## src/sv/jsu_pkg.sv

```systemverilog
`default_nettype none

package jsu_pkg;

    // result kinds
    localparam logic [1:0] KIND_DATA = 2'd0;
    localparam logic [1:0] KIND_END  = 2'd1;
    localparam logic [1:0] KIND_ERR  = 2'd2;

    // most results one input item can cause
    localparam int MAX_RESULTS = 4;

    // the results of one input item, first result in slot 0
    typedef struct packed {
        logic [1:0]                  last_idx;
        logic [MAX_RESULTS-1:0][7:0] data;
        logic [MAX_RESULTS-1:0][1:0] kinds;
    } job_t;

endpackage

`default_nettype wire

```

## src/sv/jsu_front.sv

```systemverilog
`default_nettype none

module jsu_front (
    input  wire logic          clk,
    input  wire logic          rst_n,
    input  wire logic          accept,
    input  wire logic [7:0]    in_byte,
    input  wire logic          open_quote,
    output logic               push,
    output jsu_pkg::job_t      job
);
    import jsu_pkg::*;

    // parser modes
    localparam logic [2:0] M_IDLE    = 3'd0;
    localparam logic [2:0] M_TEXT    = 3'd1;
    localparam logic [2:0] M_ESC     = 3'd2;
    localparam logic [2:0] M_HEX1    = 3'd3;
    localparam logic [2:0] M_HIGH    = 3'd4;
    localparam logic [2:0] M_HIGH_BS = 3'd5;
    localparam logic [2:0] M_HEX2    = 3'd6;

    localparam logic [7:0] CH_BSLASH = 8'h5C;
    localparam logic [7:0] CH_QUOTE  = 8'h22;
    localparam logic [7:0] CH_U      = 8'h75;

    // outcome of one text or escape character
    typedef struct packed {
        logic       v;
        logic [7:0] data;
        logic [1:0] kind;
        logic [2:0] mode;
        logic       clear;
        logic       start_hex;
    } step_t;

    // utf-8 encoding of one code point
    typedef struct packed {
        logic [2:0]      n;
        logic [3:0][7:0] data;
    } enc_t;

    logic [2:0]  mode_reg, mode_next;
    logic [1:0]  hex_count_reg, hex_count_next;
    logic [15:0] code_unit_reg, code_unit_next;
    logic [15:0] pending_high_reg, pending_high_next;

    step_t       s;
    enc_t        enc;
    logic        use_enc;
    logic [20:0] enc_cp;
    logic        sgl_v;
    logic [7:0]  sgl_byte;
    logic [1:0]  sgl_kind;
    logic [4:0]  hex;
    logic [15:0] cu_new;
    logic [20:0] cp_pair;
    logic [2:0]  enc_n;
    logic [2:0]  total;

    // plain text character
    function automatic step_t do_text(input logic [7:0] b);
        step_t r;
        r = '{v: 1'b0, data: 8'h00, kind: KIND_DATA, mode: M_TEXT,
              clear: 1'b0, start_hex: 1'b0};
        priority if (b == CH_BSLASH) begin
            r.mode = M_ESC;
        end else if (b == CH_QUOTE) begin
            r.v = 1'b1;
            r.kind = KIND_END;
            r.clear = 1'b1;
        end else if (b < 8'd32) begin
            r.v = 1'b1;
            r.kind = KIND_ERR;
            r.clear = 1'b1;
        end else begin
            r.v = 1'b1;
            r.data = b;
        end
        return r;
    endfunction

    // character after a backslash
    function automatic step_t do_escape(input logic [7:0] b);
        step_t r;
        r = '{v: 1'b0, data: 8'h00, kind: KIND_DATA, mode: M_TEXT,
              clear: 1'b0, start_hex: 1'b0};
        unique case (b)
            8'h22, 8'h5C, 8'h2F: begin
                r.v = 1'b1;
                r.data = b;
            end
            8'h62: begin
                r.v = 1'b1;
                r.data = 8'h08;
            end
            8'h66: begin
                r.v = 1'b1;
                r.data = 8'h0C;
            end
            8'h6E: begin
                r.v = 1'b1;
                r.data = 8'h0A;
            end
            8'h72: begin
                r.v = 1'b1;
                r.data = 8'h0D;
            end
            8'h74: begin
                r.v = 1'b1;
                r.data = 8'h09;
            end
            CH_U: begin
                r.mode = M_HEX1;
                r.start_hex = 1'b1;
            end
            8'h00: begin
                r.v = 1'b1;
                r.kind = KIND_ERR;
                r.clear = 1'b1;
            end
            default: begin
                // unknown escape is dropped
                r.v = 1'b0;
            end
        endcase
        return r;
    endfunction

    // hex digit: {ok, value}
    function automatic logic [4:0] hex_digit(input logic [7:0] b);
        logic [7:0] d;
        d = 8'h00;
        priority if (b >= 8'h30 && b <= 8'h39) begin
            d = b - 8'h30;
            return {1'b1, d[3:0]};
        end else if (b >= 8'h61 && b <= 8'h66) begin
            d = b - 8'h57;
            return {1'b1, d[3:0]};
        end else if (b >= 8'h41 && b <= 8'h46) begin
            d = b - 8'h37;
            return {1'b1, d[3:0]};
        end else begin
            return 5'b0_0000;
        end
    endfunction

    // utf-8 encoder
    function automatic enc_t encode(input logic [20:0] cp);
        enc_t r;
        r.n = 3'd1;
        r.data = '0;
        priority if (cp <= 21'h00007F) begin
            r.data[0] = cp[7:0];
        end else if (cp < 21'h000800) begin
            r.n = 3'd2;
            r.data[0] = {3'b110, cp[10:6]};
            r.data[1] = {2'b10, cp[5:0]};
        end else if (cp < 21'h010000) begin
            r.n = 3'd3;
            r.data[0] = {4'b1110, cp[15:12]};
            r.data[1] = {2'b10, cp[11:6]};
            r.data[2] = {2'b10, cp[5:0]};
        end else begin
            r.n = 3'd4;
            r.data[0] = {5'b11110, cp[20:18]};
            r.data[1] = {2'b10, cp[17:12]};
            r.data[2] = {2'b10, cp[11:6]};
            r.data[3] = {2'b10, cp[5:0]};
        end
        return r;
    endfunction

    // digit merge and surrogate pair arithmetic
    assign hex     = hex_digit(in_byte);
    assign cu_new  = {code_unit_reg[11:0], hex[3:0]};
    assign cp_pair = {1'b0, pending_high_reg[9:0], 10'b0} + {5'b0, cu_new} + 21'h002400;
    assign enc     = encode(enc_cp);

    // parser next state and result selection
    always_comb
    begin
        mode_next         = mode_reg;
        hex_count_next    = hex_count_reg;
        code_unit_next    = code_unit_reg;
        pending_high_next = pending_high_reg;
        use_enc           = 1'b0;
        enc_cp            = 21'h0;
        s = '{v: 1'b0, data: 8'h00, kind: KIND_DATA, mode: M_TEXT,
              clear: 1'b0, start_hex: 1'b0};

        if (open_quote) begin
            mode_next         = M_TEXT;
            hex_count_next    = 2'd0;
            code_unit_next    = 16'h0;
            pending_high_next = 16'h0;
        end else begin
            unique case (mode_reg)
                M_TEXT: begin
                    s = do_text(in_byte);
                end
                M_ESC: begin
                    s = do_escape(in_byte);
                end
                M_HEX1: begin
                    if (!hex[4]) begin
                        s.v = 1'b1;
                        s.kind = KIND_ERR;
                        s.clear = 1'b1;
                    end else if (hex_count_reg == 2'd3) begin
                        hex_count_next = 2'd0;
                        code_unit_next = 16'h0;
                        if (cu_new >= 16'hD800 && cu_new <= 16'hDBFF) begin
                            pending_high_next = cu_new;
                            s.mode = M_HIGH;
                        end else begin
                            use_enc = 1'b1;
                            enc_cp = {5'b0, cu_new};
                        end
                    end else begin
                        hex_count_next = hex_count_reg + 2'd1;
                        code_unit_next = cu_new;
                        s.mode = M_HEX1;
                    end
                end
                M_HIGH: begin
                    if (in_byte == CH_BSLASH) begin
                        s.mode = M_HIGH_BS;
                    end else begin
                        use_enc = 1'b1;
                        enc_cp = {5'b0, pending_high_reg};
                        pending_high_next = 16'h0;
                        s = do_text(in_byte);
                    end
                end
                M_HIGH_BS: begin
                    if (in_byte == CH_U) begin
                        s.mode = M_HEX2;
                        s.start_hex = 1'b1;
                    end else begin
                        use_enc = 1'b1;
                        enc_cp = {5'b0, pending_high_reg};
                        pending_high_next = 16'h0;
                        s = do_escape(in_byte);
                    end
                end
                M_HEX2: begin
                    if (!hex[4]) begin
                        s.v = 1'b1;
                        s.kind = KIND_ERR;
                        s.clear = 1'b1;
                    end else if (hex_count_reg == 2'd3) begin
                        if (cp_pair >= 21'h110000) begin
                            s.v = 1'b1;
                            s.kind = KIND_ERR;
                            s.clear = 1'b1;
                        end else begin
                            use_enc = 1'b1;
                            enc_cp = cp_pair;
                            pending_high_next = 16'h0;
                            code_unit_next = 16'h0;
                            hex_count_next = 2'd0;
                        end
                    end else begin
                        hex_count_next = hex_count_reg + 2'd1;
                        code_unit_next = cu_new;
                        s.mode = M_HEX2;
                    end
                end
                default: begin
                    // idle: byte without opening quote is ignored
                    s.mode = mode_reg;
                end
            endcase

            // apply the character outcome
            if (s.clear) begin
                mode_next         = M_IDLE;
                hex_count_next    = 2'd0;
                code_unit_next    = 16'h0;
                pending_high_next = 16'h0;
            end else begin
                mode_next = s.mode;
                if (s.start_hex) begin
                    hex_count_next = 2'd0;
                    code_unit_next = 16'h0;
                end
            end
        end
    end

    // single result trails any encoded bytes
    assign sgl_v    = s.v & ~open_quote;
    assign sgl_byte = s.data;
    assign sgl_kind = s.kind;
    assign enc_n    = (use_enc && !open_quote) ? enc.n : 3'd0;
    assign total    = enc_n + {2'b0, sgl_v};

    // job assembly
    always_comb
    begin
        job.last_idx = 2'(total - 3'd1);
        for (int i = 0; i < MAX_RESULTS; i++) begin
            if (3'(i) < enc_n) begin
                job.data[i]  = enc.data[i];
                job.kinds[i] = KIND_DATA;
            end else begin
                job.data[i]  = sgl_byte;
                job.kinds[i] = sgl_kind;
            end
        end
    end

    assign push = accept && (total != 3'd0);

    // parser state
    always_ff @(posedge clk or negedge rst_n)
    begin
        if (!rst_n) begin
            mode_reg         <= M_IDLE;
            hex_count_reg    <= 2'd0;
            code_unit_reg    <= 16'h0;
            pending_high_reg <= 16'h0;
        end else if (accept) begin
            mode_reg         <= mode_next;
            hex_count_reg    <= hex_count_next;
            code_unit_reg    <= code_unit_next;
            pending_high_reg <= pending_high_next;
        end
    end

endmodule

`default_nettype wire

```

## src/sv/jsu_queue.sv

```systemverilog
`default_nettype none

module jsu_queue #(
    parameter int DEPTH = 4
) (
    input  wire logic          clk,
    input  wire logic          rst_n,
    input  wire logic          push,
    input  jsu_pkg::job_t      wr_job,
    input  wire logic          pop,
    output jsu_pkg::job_t      rd_job,
    output logic               full,
    output logic               empty
);
    import jsu_pkg::*;

    localparam int PW = $clog2(DEPTH);
    localparam int CW = $clog2(DEPTH + 1);

    job_t          slots_reg [DEPTH];
    logic [PW-1:0] wr_ptr_reg, wr_ptr_next;
    logic [PW-1:0] rd_ptr_reg, rd_ptr_next;
    logic [CW-1:0] count_reg, count_next;

    assign full   = (count_reg == CW'(DEPTH));
    assign empty  = (count_reg == '0);
    assign rd_job = slots_reg[rd_ptr_reg];

    // pointer wrap
    assign wr_ptr_next = (wr_ptr_reg == PW'(DEPTH - 1)) ? '0 : wr_ptr_reg + 1'b1;
    assign rd_ptr_next = (rd_ptr_reg == PW'(DEPTH - 1)) ? '0 : rd_ptr_reg + 1'b1;

    // occupancy
    always_comb
    begin
        count_next = count_reg;
        if (push && !pop) begin
            count_next = count_reg + 1'b1;
        end else if (pop && !push) begin
            count_next = count_reg - 1'b1;
        end
    end

    // slot storage
    always_ff @(posedge clk)
    begin
        if (push) begin
            slots_reg[wr_ptr_reg] <= wr_job;
        end
    end

    // pointers and count
    always_ff @(posedge clk or negedge rst_n)
    begin
        if (!rst_n) begin
            wr_ptr_reg <= '0;
            rd_ptr_reg <= '0;
            count_reg  <= '0;
        end else begin
            if (push) begin
                wr_ptr_reg <= wr_ptr_next;
            end
            if (pop) begin
                rd_ptr_reg <= rd_ptr_next;
            end
            count_reg <= count_next;
        end
    end

endmodule

`default_nettype wire

```

## src/sv/jsu_back.sv

```systemverilog
`default_nettype none

module jsu_back (
    input  wire logic          clk,
    input  wire logic          rst_n,
    input  jsu_pkg::job_t      q_job,
    input  wire logic          q_empty,
    output logic               q_pop,
    output logic               out_valid,
    input  wire logic          out_ready,
    output logic [7:0]         out_byte,
    output logic [1:0]         kind,
    output logic               run_last
);
    import jsu_pkg::*;

    job_t       job_reg;
    logic [1:0] idx_reg;
    logic       busy_reg;
    logic       at_last;
    logic       out_take;

    assign at_last   = (idx_reg == job_reg.last_idx);
    assign out_take  = busy_reg && out_ready;
    assign q_pop     = !q_empty && (!busy_reg || (out_take && at_last));

    // result slot under the cursor
    assign out_valid = busy_reg;
    assign out_byte  = job_reg.data[idx_reg];
    assign kind      = job_reg.kinds[idx_reg];
    assign run_last  = at_last;

    // job holding register
    always_ff @(posedge clk)
    begin
        if (q_pop) begin
            job_reg <= q_job;
        end
    end

    // result cursor
    always_ff @(posedge clk or negedge rst_n)
    begin
        if (!rst_n) begin
            busy_reg <= 1'b0;
            idx_reg  <= 2'd0;
        end else if (q_pop) begin
            busy_reg <= 1'b1;
            idx_reg  <= 2'd0;
        end else if (out_take) begin
            if (at_last) begin
                busy_reg <= 1'b0;
                idx_reg  <= 2'd0;
            end else begin
                idx_reg <= idx_reg + 2'd1;
            end
        end
    end

endmodule

`default_nettype wire

```

## src/sv/json_string_unescape_utf8_unit.sv

```systemverilog
// channel  | handshake             | payload
// ---------+-----------------------+------------------------------
// input    | in_valid / in_ready   | in_byte[7:0], open_quote
// output   | out_valid / out_ready | out_byte[7:0], kind[1:0], run_last
//
// one input item is taken per cycle while the job queue has room
// each item leaves zero to four results; the back end sends one result per cycle
// while out_ready is high, so sustained input rate is one item per cycle when items
// give at most one result; items pass the queue slot and job_reg before results show
// rst_n clears parser state, queue and result cursor at once; no clearing pass
// a stalled output fills the queue, after which in_ready drops
`default_nettype none

module json_string_unescape_utf8_unit #(
    parameter int QUEUE_DEPTH = 4
) (
    input  wire logic       clk,
    input  wire logic       rst_n,
    input  wire logic       in_valid,
    output logic            in_ready,
    input  wire logic [7:0] in_byte,
    input  wire logic       open_quote,
    output logic            out_valid,
    input  wire logic       out_ready,
    output logic [7:0]      out_byte,
    output logic [1:0]      kind,
    output logic            run_last
);
    import jsu_pkg::*;

    logic  accept;
    logic  push;
    logic  pop;
    logic  full;
    logic  empty;
    job_t  wr_job;
    job_t  rd_job;

    assign in_ready = !full;
    assign accept   = in_valid && in_ready;

    // parser and result builder
    jsu_front u_front (
        .clk        (clk),
        .rst_n      (rst_n),
        .accept     (accept),
        .in_byte    (in_byte),
        .open_quote (open_quote),
        .push       (push),
        .job        (wr_job)
    );

    // job queue between parser and serializer
    jsu_queue #(
        .DEPTH (QUEUE_DEPTH)
    ) u_queue (
        .clk    (clk),
        .rst_n  (rst_n),
        .push   (push),
        .wr_job (wr_job),
        .pop    (pop),
        .rd_job (rd_job),
        .full   (full),
        .empty  (empty)
    );

    // result serializer
    jsu_back u_back (
        .clk       (clk),
        .rst_n     (rst_n),
        .q_job     (rd_job),
        .q_empty   (empty),
        .q_pop     (pop),
        .out_valid (out_valid),
        .out_ready (out_ready),
        .out_byte  (out_byte),
        .kind      (kind),
        .run_last  (run_last)
    );

endmodule

`default_nettype wire

```

## config.mk

```make
export PLATFORM = sky130hd
export DESIGN_NAME = json_string_unescape_utf8_unit
export DESIGN_NICKNAME = d
export VERILOG_FILES = /design/src/sv/jsu_pkg.sv /design/src/sv/jsu_front.sv /design/src/sv/jsu_queue.sv /design/src/sv/jsu_back.sv /design/src/sv/json_string_unescape_utf8_unit.sv
export SDC_FILE = /design/constraint.sdc
export NUM_CORES = 1
export LEC_CHECK = 0
export BUFFER_PORTS_ARGS = -buffer_cell sky130_fd_sc_hd__buf_2
export CORE_ASPECT_RATIO = 1.25
export CORE_MARGIN = 2
export CORE_UTILIZATION = 40
export CTS_CLUSTER_DIAMETER = 120
export DETAILED_ROUTE_END_ITERATION = 7
export MAX_ROUTING_LAYER = met4
export PLACE_DENSITY = 0.58
export SLEW_MARGIN = 20
export SYNTH_ARGS = -nofsm -noshare
export SYNTH_HDL_FRONTEND = slang
export SYNTH_SLANG_ARGS = --single-unit
```

## constraint.sdc

```tcl
create_clock -name clk -period 6.2 [get_ports clk]
set_input_delay 1.24 -clock clk [delete_from_list [all_inputs] [get_ports clk]]
set_output_delay 1.24 -clock clk [all_outputs]
set_load 0.02 [all_outputs]
```

# [Word-level counts from Yosys, hierarchy flattened]
# Memory sizes are Yosys's and may differ from the RTL's. A register that Yosys moved wholly into a read port is not among the register bits.
# Index checks and enable logic that the tools add are counted.
[classes] add_sub_neg=13 mul=0 div=0 n_lt_le_gt_ge=18 n_eq_ne=31 shifts=0 muxes=128 n_bitwise=2 n_reduce_logical=34
[ops] cell="$mux 16" count=16
[ops] cell="$mux 21" count=6
[ops] cell="$mux 12" count=7
[ops] cell="$pmux 21 s4" count=1
[ops] cell="$mux 8" count=9
[ops] cell="$pmux 16 s4" count=1
[ops] cell="$eq 8x7->1 const B" count=7
[ops] cell="$mux 2" count=28
[ops] cell="$pmux 8 s6" count=1
[ops] cell="$mux 3" count=14
[ops] cell="$mux 1" count=27
[ops] cell="$mux 27" count=1
[ops] cell="$pmux 12 s2" count=1
[ops] cell="$pmux 8 s3" count=1
[ops] cell="$mux 11" count=2
[ops] cell="$mux 22" count=1
[ops] cell="$add 20x16->21" count=1
[ops] cell="$add 21x14->21 const B" count=1
[ops] cell="$ge 21x21->1 const B" count=1
[ops] cell="$le 21x7->1 const B" count=1
[ops] cell="$lt 21x12->1 const B" count=1
[ops] cell="$lt 21x17->1 const B" count=1
[ops] cell="$ne 4x2->1 const B" count=5
[ops] cell="$pmux 3 s6" count=1
[ops] cell="other kinds (52)" count=91
[totals] reg_bits=43 latchBits=0 ramBits=168 mem_bits_ro=0 in_bits=13 wordCells=236 mem_count=1
[memory_table] name="u_queue.slots_reg" words=4 width=42 rd=1 rd_clocked_by_memory_dff=1 write_ports=1 line_no="jsu_queue.sv:20" source="job_t slots_reg [DEPTH];"

# [Logic depth before layout (Yosys ltp)]
[depth] word_depth=25 mapped_depth=26 mapped_depth_nobuf=24

# [Hierarchy]
# Synthesis repeated with hierarchy kept, for this count alone.
[hier_totals] cells_unflattened=841 hier_area_um2=12381.9
[by_module_without_submodules] module="jsu_queue" instances=1 cells_each=257 area_per_inst_um2=6535.0 seq_area_each_um2=5220.0
[by_module_without_submodules] module="jsu_front" instances=1 cells_each=507 area_per_inst_um2=4134.0 seq_area_each_um2=825.8
[by_module_without_submodules] module="jsu_back" instances=1 cells_each=75 area_per_inst_um2=1702.9 seq_area_each_um2=1336.3
[by_module_without_submodules] module="json_string_unescape_utf8_unit" instances=1 cells_each=2 area_per_inst_um2=10.0 seq_area_each_um2=0.0

# [Worst setup path before layout]
# Ideal clock, no wire load.
[synth_path] kind="input to register" start="input port in_byte[4]" end="memory u_queue.slots_reg[3][0] (netlist name), enable pin" setup_ps=404 arrival_time_ps=5464 t_required_ps=5796 path_slack_ps=333 stages=16 path_cell_list="buf_6 -> or4b_1 -> or3_1 -> buf_2 -> a21o_1 -> or4_4 -> o22ai_4 -> a211oi_2 -> buf_6 -> a211oi_1 -> ha_1 -> ha_1 -> inv_1 -> ha_1 -> a21oi_2 -> and2_1"
[synth_via] elab_chain_len=23 word_cells_on_any_way=72
[synth_lines] element="from (decl)" line_no="json_string_unescape_utf8_unit.sv:21" source="input wire logic [7:0] in_byte,"
[synth_lines] element="$ge 8x7->1 or $le 8x7->1 (tied branches)" line_no="jsu_front.sv:140" source="end else if (b >= 8'h41 && b <= 8'h46) begin"
[synth_lines] element="$logic_and 1x1->1" line_no="jsu_front.sv:140"
[synth_lines] element="$mux 5" line_no="jsu_front.sv:140"
[synth_lines] element="$mux 5" line_no="jsu_front.sv:137" source="end else if (b >= 8'h61 && b <= 8'h66) begin"
[synth_lines] element="$mux 5" line_no="jsu_front.sv:134" source="priority if (b >= 8'h30 && b <= 8'h39) begin"
[synth_lines] element="$add 20x16->21" line_no="jsu_front.sv:177" source="assign cp_pair = {1'b0, pending_high_reg[9:0], 10'b0} + {5'b0, cu_new} + 21'h002400;"
[synth_lines] element="$add 21x14->21" line_no="jsu_front.sv:177"
[synth_lines] element="$ge 21x21->1" line_no="jsu_front.sv:253" source="if (cp_pair >= 21'h110000) begin"
[synth_lines] element="[... 8 more ...]"
[synth_lines] element="$mux 27" line_no="jsu_front.sv:153" source="priority if (cp <= 21'h00007F) begin"
[synth_lines] element="$mux 3" line_no="jsu_front.sv:296" source="assign enc_n = (use_enc && !open_quote) ? enc.n : 3'd0;"
[synth_lines] element="$add 3x1->3 *" line_no="jsu_front.sv:297" source="assign total = enc_n + {2'b0, sgl_v};"
[synth_lines] element="$reduce_bool 3->1 *" line_no="jsu_front.sv:314" source="assign push = accept && (total != 3'd0);"
[synth_lines] element="$logic_and 1x1->1 *" line_no="jsu_front.sv:314"
[synth_lines] element="net push" line_no="json_string_unescape_utf8_unit.sv:32" source="logic push;"
[synth_lines] element="$mux 1 *" line_no="jsu_queue.sv:47" source="if (push) begin"
[synth_lines] element="$mux 1 (implied by the code) *" line_no="jsu_queue.sv:48" source="slots_reg[wr_ptr_reg] <= wr_job;"
[synth_lines] element="to (decl)" line_no="jsu_queue.sv:20"
# The timed path passes the listed nets; every way through them passes the cells marked *.

# [Final worst setup path]
[layout_path] start="input port in_byte[4]" end="register u_queue.count_reg[2]"
[layout_via] elab_chain_len=24 word_cells_on_any_way=75
[layout_lines] element="$ge 8x7->1 or $le 8x7->1 (tied branches)" line_no="jsu_front.sv:140"
[layout_lines] element="$logic_and 1x1->1" line_no="jsu_front.sv:140"
[layout_lines] element="$mux 5" line_no="jsu_front.sv:140"
[layout_lines] element="$mux 5" line_no="jsu_front.sv:137"
[layout_lines] element="$mux 5" line_no="jsu_front.sv:134"
[layout_lines] element="$add 20x16->21" line_no="jsu_front.sv:177"
[layout_lines] element="$add 21x14->21" line_no="jsu_front.sv:177"
[layout_lines] element="$ge 21x21->1" line_no="jsu_front.sv:253"
[layout_lines] element="[... 9 more ...]"
[layout_lines] element="$mux 3" line_no="jsu_front.sv:296"
[layout_lines] element="$add 3x1->3 *" line_no="jsu_front.sv:297"
[layout_lines] element="$reduce_bool 3->1 *" line_no="jsu_front.sv:314"
[layout_lines] element="$logic_and 1x1->1 *" line_no="jsu_front.sv:314"
[layout_lines] element="net push" line_no="json_string_unescape_utf8_unit.sv:32"
[layout_lines] element="$logic_not 1->1" line_no="jsu_queue.sv:39" source="end else if (pop && !push) begin"
[layout_lines] element="$logic_and 1x1->1" line_no="jsu_queue.sv:39"
[layout_lines] element="$reduce_bool 2->1 (no source line)"
[layout_lines] element="to (signal assigned)" line_no="jsu_queue.sv:66" source="count_reg <= count_next;"
[layout_lines] element="to (decl)" line_no="jsu_queue.sv:23" source="logic [CW-1:0] count_reg, count_next;"
# Marked as above.
# A chain may end at the register's enable or synchronous reset.

==> metrics.cfg <==
[clock_tree]
insertion_delay_ns = 0.52
cts_setup_buffers = 0
path_clk_slew_ns = 0.06
cts_max_level = 1
cts_hold_buf = 0
cts-root-buf = clkbuf_16
cts_sinks = 253
cts_made_buffers = 27
postCtsResizedCells = 0
clockBufferDepth = 3
cts_tree = yes

[setup_path]
cp_max_fo = 10
crit_buf_inv = 3
critPathSlowestCell = a211oi_2
crit_path_start_kind = input pin
worstPathCellList = buf_2 -> or4b_1 -> or3_1 -> a211oi_2 -> a22oi_1 -> o22ai_4 -> a211oi_2 -> a211oi_1 -> ha_1 -> ha_1 -> inv_1 -> ha_1 -> a21oi_2 -> ha_1 -> inv_1 -> fa_1 -> xor2_1 -> nor2_1 -> xor2_1
arrival_ns = 5.73
cp_common_cell = ha_1
crit_required_ns = 6.65
endpoint_kind = flip-flop
critPathMaxStageDelay_ns = 0.58
path_delay_family = compound AO/OA/AOI/OAI gates
crit_type = input pin to flip-flop

[layout]
area_growth_pct = 12.1
post-route-util_pct = 45.2
nets = 911
largest_register_ffs = 168
final_cell_mix = edfxtp_1, mux4_2, nor2_1
antenna_cells = 0
layout_commonest_cell = edfxtp_1
stdcell_area_um2 = 13500
fillers = 2710
drive_gt1_share_pct = 19.7

[power_and_ir_drop]
seqPwrFrac_pct = 46.5
combPwrFrac_pct = 24.0
ir_worst_vdd_uv = 190
p_per_area_nw_per_um2 = 392
p_clk_share_pct = 29.4
p_leak_nw = 4.90
swShare_pct = 29.5
switchingPower_w = 0.00157
power.internal_w = 0.00374

[place]
io_buffers = 25
place_hpwl_um = 19000
gp_congestion = 0.880
placed_area_um2 = 12700

[logic_synthesis]
synth.area.mux_share_pct = 11.3
synth_top_family_by_area = compound AO/OA/AOI/OAI gates
synth.yosys.seq_area_share_pct = 61.2
async_flop_share_pct = 17.0
synthSimpleGateAreaFrac_pct = 8.55
synth_xor_area_share_pct = 0.871
avgSynthCellArea_um2 = 14.4
ys.flop_type = edfxtp_1
synth_enable_flop_cells = 210
synth_compound_area_share_pct = 12.1
yosys_warnings = 0
synth_area_leaders = edfxtp_1, mux4_2, dfrtp_1, ha_1, o21ai_0
yosysTopAreaCellShare_pct = 52.2
ys_types = 79
synthAdderAreaFrac_pct = 3.13
ys_seq_elements = 253
yosys.area.top_type = edfxtp_1
synth_cells = 840
netlist_area_um2 = 12100
syn_nets = 882

[sta]
setup_viol = 0
max_slew_margin_pct = 31.6
fin_crit_sh_pct = 85.2
final_hold_viol_count = 0
tns_ns = 0
drv_slew = 0
finClkSkew_ns = 0.00918
rsz0062_at_grt = no
fmax_ghz = 0.189
worstMarginPinSlew_ns = 1.03
fin_crit_ns = 5.28

[routing]
wl_um = 27700
ant_nets = 0
route.vias.total = 7318
wl_per_cell_um = 21.5
drc = 0
drt-initial-drc-count = 535
dr.pass1.iters = 7
vias_per_cell = 5.68

[die]
die_x_um = 159
rows = 71
ios = 26
dieHeight_um = 198
fp.coreArea_um2 = 29900
initial_core_util_pct = 40.3
die_area_um2 = 31600

[status]
status = complete, no violations

[grt]
grt.total_usage_pct = 18.5
grt_antenna_before_repair = 0
grt_pass1_vias = 7467
overflow = 0
grt_pass1_wl_um = 43900
grt_max_degree = 46

[job]
maxCapViolCount = 0

[min_path]
hold_class = flip-flop to flip-flop

[cell families after synthesis]
group | after synthesis
fa+ha+maj | 29
buf+inv | 81
xor+xnor | 12
flops | 253
mux | 70
compound gates | 200
simple gates | 195
[worst reg2reg max path, stage by stage, from the launching register on]
cell and delay, ns:
dfrtp_1 0.45, ha_1 0.31, ha_1 0.16, inv_1 0.06, fa_1 0.38, nor2b_1 0.20, o31a_1 0.23, nand3b_1 0.14
and3_1 0.43, o21ai_0 0.23, a31oi_1 0.32, a31oi_1 0.16, ha_1 0.23, ha_1 0.27, inv_1 0.04, ha_1 0.19
a21oi_2 0.21, ha_1 0.21, inv_1 0.07, fa_1 0.42, xor2_1 0.15, nor2_1 0.11, xor2_1 0.14
[Yosys cell counts, types with 4 or more instances]
cell type    n
nand3b_1     5
o31ai_1      4
a32oi_1      6
o22ai_1      5
and2_1      14
nand3_1     14
a22oi_1      7
edfxtp_1   210
o21ai_0     34
ha_1        27
a21oi_1     29
or2_2        6
inv_1       35
mux2_2       8
buf_1        5
and3_1      11
nor2b_1      8
o211ai_1     7
o221ai_1     5
clkbuf_1    30
or3_1        7
nand2_1     40
xor2_1       9
a21o_1      14
a32o_1       8
and3b_1      4
mux2i_1      7
dfrtp_1     43
nor3_1      13
mux4_2      52
o21a_1       9
a31oi_1     11
nand2b_1     6
a211oi_1     5
buf_2        7
a22o_1      19
o21ai_1      4
a211o_1      4
nor4_1       5
nor2_1      44
[final timing paths]
check | cells after the start | start | slack (ns) | endpoint
hold reg to reg | 1 | u_front.hex_count_reg[1]$_DFFE_PN0P_ | 0.50 | u_front.hex_count_reg[1]$_DFFE_PN0P_
min in group asynchronous | 2 | rst_n | 0.82 | u_front.pending_high_reg[8]$_DFFE_PN0P_
setup / recovery | 19 | in_byte[4] | 0.92 | u_queue.count_reg[2]$_DFFE_PN0P_
max in group asynchronous | 2 | rst_n | 4.91 | u_queue.rd_ptr_reg[1]$_DFFE_PN0P_
setup reg to reg | 22 | u_front.code_unit_reg[7]$_DFFE_PN0P_ | 1.02 | u_queue.count_reg[2]$_DFFE_PN0P_
hold / removal | 1 | u_front.hex_count_reg[1]$_DFFE_PN0P_ | 0.50 | u_front.hex_count_reg[1]$_DFFE_PN0P_
[per-layer routing]
layer	vias up	wire (µm)	track usage, %
met4	0	683	5.12
li1	3375	-	-
met1	3745	11600	22.3
met5	-	0	-
met2	151	14500	33.3
met3	47	943	2.09
[through the flow]
step / std cells / hold WS, ns / total power (W) / worst slack (ns)
after floorplan: 840 / 0.454 / 0.00341 / 0.333
after global placement: 1241 / 0.482 / 0.00381 / 0.483
after detailed placement: 1241 / 0.489 / 0.00382 / 0.396
after CTS: 1289 / 0.507 / 0.00539 / 0.940
after global routing: 1289 / 0.513 / 0.00559 / 0.514
final: 1289 / 0.501 / 0.00531 / 0.920
[power groups by stage]
stage                     clock (W)  combinational (W)  sequential (W)
final                       0.00156            0.00128         0.00247
after global routing        0.00166            0.00141         0.00251
after CTS                   0.00160            0.00130         0.00249
after detailed placement          0            0.00130         0.00252
after global placement            0            0.00130         0.00251
after floorplan                   0            0.00108         0.00233
[final cells by class]
cell class                 count  area, µm²  share of cell area [%]
multi-input combinational    506       4360                    32.2
timing repair buffer          46        295                    2.18
inverter                      35        131                   0.971
clock buffer                  31        691                    5.10
clock inverter                17        170                    1.26
sequential                   253       7390                    54.6
tap                          401        502                    3.71
Note: power is estimated with default switching activity, not from simulation.
